[config.mk]
export PLATFORM = sky130hd
export DESIGN_NAME = length_prefixed_message_deframer_unit
export DESIGN_NICKNAME = d
export VERILOG_FILES = /design/src/design/lpmd_pkg.sv /design/src/design/length_prefixed_message_deframer_unit.sv
export SDC_FILE = /design/constraint.sdc
export NUM_CORES = 1
export LEC_CHECK = 0
export BUFFER_PORTS_ARGS = -buffer_cell sky130_fd_sc_hd__buf_2
export CORE_MARGIN = 1.5
export CORE_UTILIZATION = 40
export DETAILED_ROUTE_END_ITERATION = 7
export GPL_TIMING_DRIVEN = 0
export SLEW_MARGIN = 20
export SYNTH_ARGS = -nofsm -noshare
export SYNTH_HDL_FRONTEND = slang
export SYNTH_SLANG_ARGS = --single-unit
[constraint.sdc]
create_clock -name clk -period 4.2 [get_ports clk]
set_input_delay 0.42 -clock clk [delete_from_list [all_inputs] [get_ports clk]]
set_output_delay 0.42 -clock clk [all_outputs]
set_load 0.05 [all_outputs]
[src/design/lpmd_pkg.sv]
// ----------------------------------------------------------------------------
// lpmd_pkg
// Shared constants and types for the length-prefixed message deframer.
// ----------------------------------------------------------------------------
package lpmd_pkg;

	localparam int HEADER_BYTES = 6;
	localparam int CMD_BYTES    = 2;
	localparam int POS_W        = $clog2(HEADER_BYTES);

	localparam logic [31:0] MAX_LEN_RESET = 32'd1048576;

	localparam logic [POS_W-1:0] POS_FIRST     = POS_W'(0);
	localparam logic [POS_W-1:0] POS_CMD_LAST  = POS_W'(CMD_BYTES - 1);
	localparam logic [POS_W-1:0] POS_LEN_FIRST = POS_W'(CMD_BYTES);
	localparam logic [POS_W-1:0] POS_LAST      = POS_W'(HEADER_BYTES - 1);

	typedef logic [POS_W-1:0] hdr_pos_t;

	typedef struct packed {
		logic [7:0]  echo_byte;
		logic        is_payload;
		logic        message_end;
		logic        len_over_max;
		logic [15:0] command_code;
		logic [31:0] payload_length;
		logic [31:0] bytes_left;
	} result_t;

endpackage

[src/design/length_prefixed_message_deframer_unit.sv]
// ----------------------------------------------------------------------------
// length_prefixed_message_deframer_unit
// Splits a byte stream into header and payload bytes and tags each byte.
// ----------------------------------------------------------------------------
// Usage:
//   Input channel (in_valid, in_stall, stream_byte) carries one stream byte
//   per transfer. Output channel (out_valid, out_stall, result fields) returns
//   exactly one tagged result per input byte, in order.
//   Each message is a six-byte header (two command bytes, big-endian 32-bit
//   length) followed by the payload. A length above max_payload_length sets
//   len_over_max on the last header byte and the next byte starts a new header.
//   cfg_write_en / cfg_write_data write max_payload_length; write only while
//   the block is idle.
//   The result is held in the output register the cycle after the transfer.
//   Throughput: one byte per cycle when not stalled; the header position,
//   length and count registers update in the same cycle the byte is taken.
//   Reset: state clears, max_payload_length returns to 1048576, no result is
//   pending. While the receiver stalls a full output register, in_stall is
//   raised and the result holds; in the cycle the result is taken a new byte
//   may enter.
module length_prefixed_message_deframer_unit (
	input  logic        clk,
	input  logic        arst_n,
	input  logic        cfg_write_en,
	input  logic [31:0] cfg_write_data,
	input  logic        in_valid,
	output logic        in_stall,
	input  logic [7:0]  stream_byte,
	output logic        out_valid,
	input  logic        out_stall,
	output logic [7:0]  echo_byte,
	output logic        is_payload,
	output logic        message_end,
	output logic        len_over_max,
	output logic [15:0] command_code,
	output logic [31:0] payload_length,
	output logic [31:0] bytes_left
);
	import lpmd_pkg::*;

	logic [31:0] max_len_q;
	logic        in_payload_q;
	hdr_pos_t    hdr_pos_q;
	logic [15:0] cmd_q;
	logic [31:0] len_q;
	logic [31:0] rem_q;

	logic        in_payload_d;
	hdr_pos_t    hdr_pos_d;
	logic [15:0] cmd_d;
	logic [31:0] len_d;
	logic [31:0] rem_d;
	result_t     res_d;
	result_t     res_s1;
	logic        valid_s1;
	logic        take;

	assign in_stall = valid_s1 && out_stall;
	assign take     = in_valid && !in_stall;

	always_comb begin
		in_payload_d = in_payload_q;
		hdr_pos_d    = hdr_pos_q;
		cmd_d        = cmd_q;
		len_d        = len_q;
		rem_d        = rem_q;
		res_d        = '0;
		res_d.echo_byte = stream_byte;
		if (in_payload_q) begin
			rem_d                = rem_q - 32'd1;
			res_d.is_payload     = 1'b1;
			res_d.command_code   = cmd_q;
			res_d.payload_length = len_q;
			res_d.bytes_left     = rem_d;
			if (rem_d == 32'd0) begin
				res_d.message_end = 1'b1;
				in_payload_d      = 1'b0;
				hdr_pos_d         = POS_FIRST;
			end
		end else begin
			if (hdr_pos_q == POS_FIRST) begin
				cmd_d = {8'd0, stream_byte};
			end else if (hdr_pos_q <= POS_CMD_LAST) begin
				cmd_d = {cmd_q[7:0], stream_byte};
			end else if (hdr_pos_q == POS_LEN_FIRST) begin
				len_d = {24'd0, stream_byte};
			end else begin
				len_d = {len_q[23:0], stream_byte};
			end
			if (hdr_pos_q >= POS_LAST) begin
				res_d.command_code   = cmd_d;
				res_d.payload_length = len_d;
				hdr_pos_d            = POS_FIRST;
				if (len_d > max_len_q) begin
					res_d.len_over_max = 1'b1;
				end else if (len_d == 32'd0) begin
					res_d.message_end = 1'b1;
				end else begin
					rem_d            = len_d;
					res_d.bytes_left = len_d;
					in_payload_d     = 1'b1;
				end
			end else begin
				hdr_pos_d = hdr_pos_q + hdr_pos_t'(1);
			end
		end
	end

	always_ff @(posedge clk or negedge arst_n) begin
		if (!arst_n) begin
			max_len_q    <= MAX_LEN_RESET;
			in_payload_q <= 1'b0;
			hdr_pos_q    <= POS_FIRST;
			cmd_q        <= '0;
			len_q        <= '0;
			rem_q        <= '0;
			valid_s1     <= 1'b0;
		end else begin
			if (cfg_write_en) begin
				max_len_q <= cfg_write_data;
			end
			if (take) begin
				in_payload_q <= in_payload_d;
				hdr_pos_q    <= hdr_pos_d;
				cmd_q        <= cmd_d;
				len_q        <= len_d;
				rem_q        <= rem_d;
			end
			if (take) begin
				valid_s1 <= 1'b1;
			end else if (!out_stall) begin
				valid_s1 <= 1'b0;
			end
		end
	end

	always_ff @(posedge clk) begin
		if (take) begin
			res_s1 <= res_d;
		end
	end

	assign out_valid      = valid_s1;
	assign echo_byte      = res_s1.echo_byte;
	assign is_payload     = res_s1.is_payload;
	assign message_end    = res_s1.message_end;
	assign len_over_max   = res_s1.len_over_max;
	assign command_code   = res_s1.command_code;
	assign payload_length = res_s1.payload_length;
	assign bytes_left     = res_s1.bytes_left;

`ifndef SYNTH
	a_payload_pos_zero: assert property (@(posedge clk) disable iff (!arst_n)
		in_payload_q |-> (hdr_pos_q == POS_FIRST && rem_q != 32'd0))
		else $error("payload state with header position or empty count");

	a_last_payload_ends: assert property (@(posedge clk) disable iff (!arst_n)
		(take && in_payload_q && rem_q == 32'd1) |=>
		(!in_payload_q && out_valid && message_end))
		else $error("last payload byte did not end the message");

	a_error_no_left: assert property (@(posedge clk) disable iff (!arst_n)
		(out_valid && len_over_max) |->
		(bytes_left == 32'd0 && !message_end && !is_payload && !in_payload_q))
		else $error("length error with payload pending");

	a_stall_blocks_input: assert property (@(posedge clk) disable iff (!arst_n)
		(out_valid && out_stall) |-> !take)
		else $error("input taken while result held");
`endif

endmodule
==> results.md <==
- Shortest period the worst path allows: 4.100 ns
- Top Ports: 138
- Clk_lat worst skew: 0.52 ns
- Gate count of the mapped netlist: 1073
- Critical Path End Type: register
- Startpoint type of the worst setup path: register
- Yosys reg bits: 208
- Maximum buffer depth of the clock tree: 3
- Number of logic stages on the critical path including buffering: 17
- Commonest cells after routing, fill and taps aside: nand2_1, buf_2, o21ai_0, dfrtp_1, edfxtp_1
- Maximum operating frequency: 243.9 MHz
- Sequential area share after synthesis: 52.24%
- Critical Path RT: 4.59 ns
- CTS tree: built
- Maximum fanout encountered on the critical timing path: 10
- Cell variety after synth: 72
- Fin util: 49.50%
- Detailed Routing Iterations Pass 1: 5
- Count of maximum capacitance violations: 0
- Fin Clk Skew: 0.01183 ns
- Area of all placed cells without fillers: 0.01327 mm^2
- Iteration-0 DRC count of the detailed router: 667
- Setup slack of the worst register-to-register path: 0.1 ns
- Number of nets with antenna violations after routing: 0
- Delay contributed by the slowest stage of the critical path: 0.43 ns
- Outcome: finished clean
- Tightest hold margin: 0.1055 ns
- Starting Density: 40.44%
- Vias in the first global route: 8411
- Start of the worst register-to-register path: hdr_pos_q[0]
- Post-detailed-placement half-perimeter wirelength: 22580 um
- Critical-path cell with the highest stage delay: a21oi_2
- Count of synthesis-stage warnings from yosys: 0
- Routed Wire Length: 31320 um
- Row cnt: 60
- PortBufs: 136
- Die area: 0.02809 mm^2
- Final number of hold-violating endpoints: 0
- Maximum number of pins on one net before global-route repair: 79
- Final Net Count: 1332
- Signed area change from the synthesized netlist to the final layout: 22.40%
- Global-route wire length before repair: 48330 um
- Most common cell after layout, fill and taps aside: nand2_1
- Number of buffers created by CTS: 23
- Arrival @ worst endpoint: 4.49 ns
- Average wire per cell in the routed design: 19.50 um
- Antenna violations before repair: 0
- Crit. Startpoint: hdr_pos_q[0]
- Share of post-route cells with drive strength above 1: 23.72%
- Critical R2R Capture: rem_q[28]
- Post-synthesis net count: 1156
- Type of the most critical hold path: in -> reg
- Total via count in the routed design: 8795
- Category of cells accounting for the largest share of critical-path delay: simple AND/OR/NAND/NOR gates
- TritonCTS Sinks: 208
- WP buf/inv: 5
- Tcrit/Tclk final: 97.62%
- Ordered cell list for the critical path: inv_2 -> ha_1 -> nor2_2 -> a21oi_4 -> clkbuf_4 -> a21oi_2 -> inv_1 -> ha_1 -> nand4_1 -> nor4_1 -> and2_1 -> a21oi_2 -> nand4b_1 -> buf_4 -> a21oi_4 -> buf_6 -> mux2_2
- CP Capture Point: rem_q[28]
- Post-Synthesis Mean Instance Area: 10.10 um^2
- Count of cells along the worst register-to-register path: 17
- Sum of internal, switching and leakage power: 4880 uW
- Fin. max-slew vios: 0
- Relative max-transition margin: 44.68%
- Per-cell via count in the routed design: 5.476
- Maximum vdd drop: 0.2372 mV
- P per Cell Area: 367.9 mW/mm^2
- Placer congestion estimate: 0.9509
- Antenna diodes: 0
- Clock H-tree levels: 1
- Clock-pin transition on the worst setup and hold timing paths: 0.07 ns
- Dominant register cell in the synthesized netlist: dfrtp_1
- Total DRC errors in the routed layout: 0
- FFs w/ async S/R, synth: 56.25%
- Total leakage power: 0.005880 uW
- Total global-route track usage: 22.08%
- Clock tree root driver cell: clkbuf_16
- Horizontal extent of the die: 167.6 um
- EDFF count, synth: 91
- Mapped Area: 0.01084 mm^2
- Type of the worst setup path: reg -> reg
- Core ar.: 0.02680 mm^2
- Global route total overflow: 0
- Die height: 167.6 um
- Placed standard-cell area: 0.01202 mm^2
- # setup viols final: 0
- Actual transition at the worst max-transition pin: 0.8283 ns
==> cell usage after synthesis (all sizes together), types with 3 or more instances <==
library cell	instances	area (um^2)
a211oi	3	22.52
a21o	5	37.54
a21oi	57	296.5
a22o	11	96.34
a22oi	4	30.03
a31oi	11	68.82
and3	25	156.4
and4	3	26.28
buf	18	105.1
clkbuf	53	200.2
dfrtp	116	2903
edfxtp	91	2733
ha	38	475.5
inv	73	274.0
mux2	25	281.5
mux2i	28	280.3
nand2	148	560.5
nand2b	4	25.02
nand3	15	75.07
nand4	15	93.84
nor2	36	142.6
nor2b	34	215.2
nor3	16	80.08
nor4	28	232.7
o21ai	122	614.3
o31ai	25	187.7
or3	3	28.78
or4	7	60.06
xnor2	15	131.4
xor2	10	87.58
==> per-stage QoR <==
stage / setup TNS (ns) / cells / worst slack [ns]
after global placement: -147.88 / 1550 / -1.433
after floorplan: 0 / 1073 / 0.02182
final: 0 / 1606 / 0.09981
after detailed placement: -33.58 / 1553 / -0.7750
after CTS: 0 / 1600 / 0.006910
after global routing: -0.7319 / 1606 / -0.04847
==> flip-flops by register name (all words and copies together), names as in the netlist <==
signal and cells:
bytes_left 32, cmd_q 16, command_code 16, echo_byte 8, hdr_pos_q 3, in_payload_q 1
is_payload 1, len_over_max 1, len_q 32, max_len_q 32, message_end 1, out_valid 1
payload_length 32, rem_q 32
==> power breakdown <==
group | switching, uW | total (uW) | internal (uW)
clock network | 828 | 1970 | 1140
logic | 446 | 630 | 184
registers | 48.2 | 2280 | 2230
total | 1320 | 4880 | 3560
==> metal layers <==
metal | share of wire [%] | vias to the layer above | track usage (%)
li1 | - | 4189 | -
met1 | 44 | 4222 | 30.23
met2 | 47 | 317 | 36.27
met3 | 6.1 | 67 | 3.143
met4 | 3.1 | 0 | 6.894
met5 | 0 | - | 0
==> what timing repair did <==
item / CTS / global route
setup buffers: 5 / 8
resized for setup: 65 / 32
setup endpoints to repair: 66 / 62
hold buffers: 1 / 0
endpoints found under the hold margin: 39 / 0
pin swaps: 4 / 4
==> layout make-up <==
cell class | count | area [um^2]
Clock buffer | 27 | 600.6
Clock inverter | 14 | 125.1
Fill cell | 2508 | 13540
Inverter | 73 | 274.0
Timing Repair Buffer | 153 | 854.6
Sequential cell | 208 | 5663
Tap cell | 341 | 426.7
Buffer | 69 | 349.1
Multi-Input combinational cell | 721 | 4972
==> worst register-to-register path, delay by kind of cell, from the launching register on <==
| kind | cells | cell delay [ns] |
|---|---|---|
| muxes | 1 | 0.35 |
| adders and majority gates | 2 | 0.55 |
| AOI/OAI and AO/OA | 4 | 0.83 |
| buffers and inverters | 5 | 0.83 |
| and+or+nand+nor | 5 | 1.00 |
| DFF | 1 | 0.42 |
==> how the worst min path moves through the flow <==
| stage | startpoint | end | slack, ns | cells after the start |
|---|---|---|---|---|
| floorplan | arst_n | cmd_q[0] | 0.12 | 0 |
| global placement | in_payload_q | is_payload | 0.43 | 0 |
| detailed placement | arst_n | rem_q[12] | 0.38 | 1 |
| CTS | in_valid | out_valid | 0.09 | 2 |
| global route | cfg_write_data[4] | max_len_q[4] | 0.12 | 3 |
| finish | in_valid | out_valid | 0.11 | 2 |
==> logic make-up after synthesis <==
family | count (synthesis) | share of synthesized area [%]
AND/OR/NAND/NOR | 346 | 16.60
adder cells (fa/ha/maj) | 38 | 4.387
multiplexers | 53 | 5.184
XOR/XNOR | 25 | 2.020
buffers and inverters | 144 | 5.345
flip-flops | 208 | 52.24
AO/OA/AOI/OAI | 259 | 14.22
(Power assumes the default switching activity.)
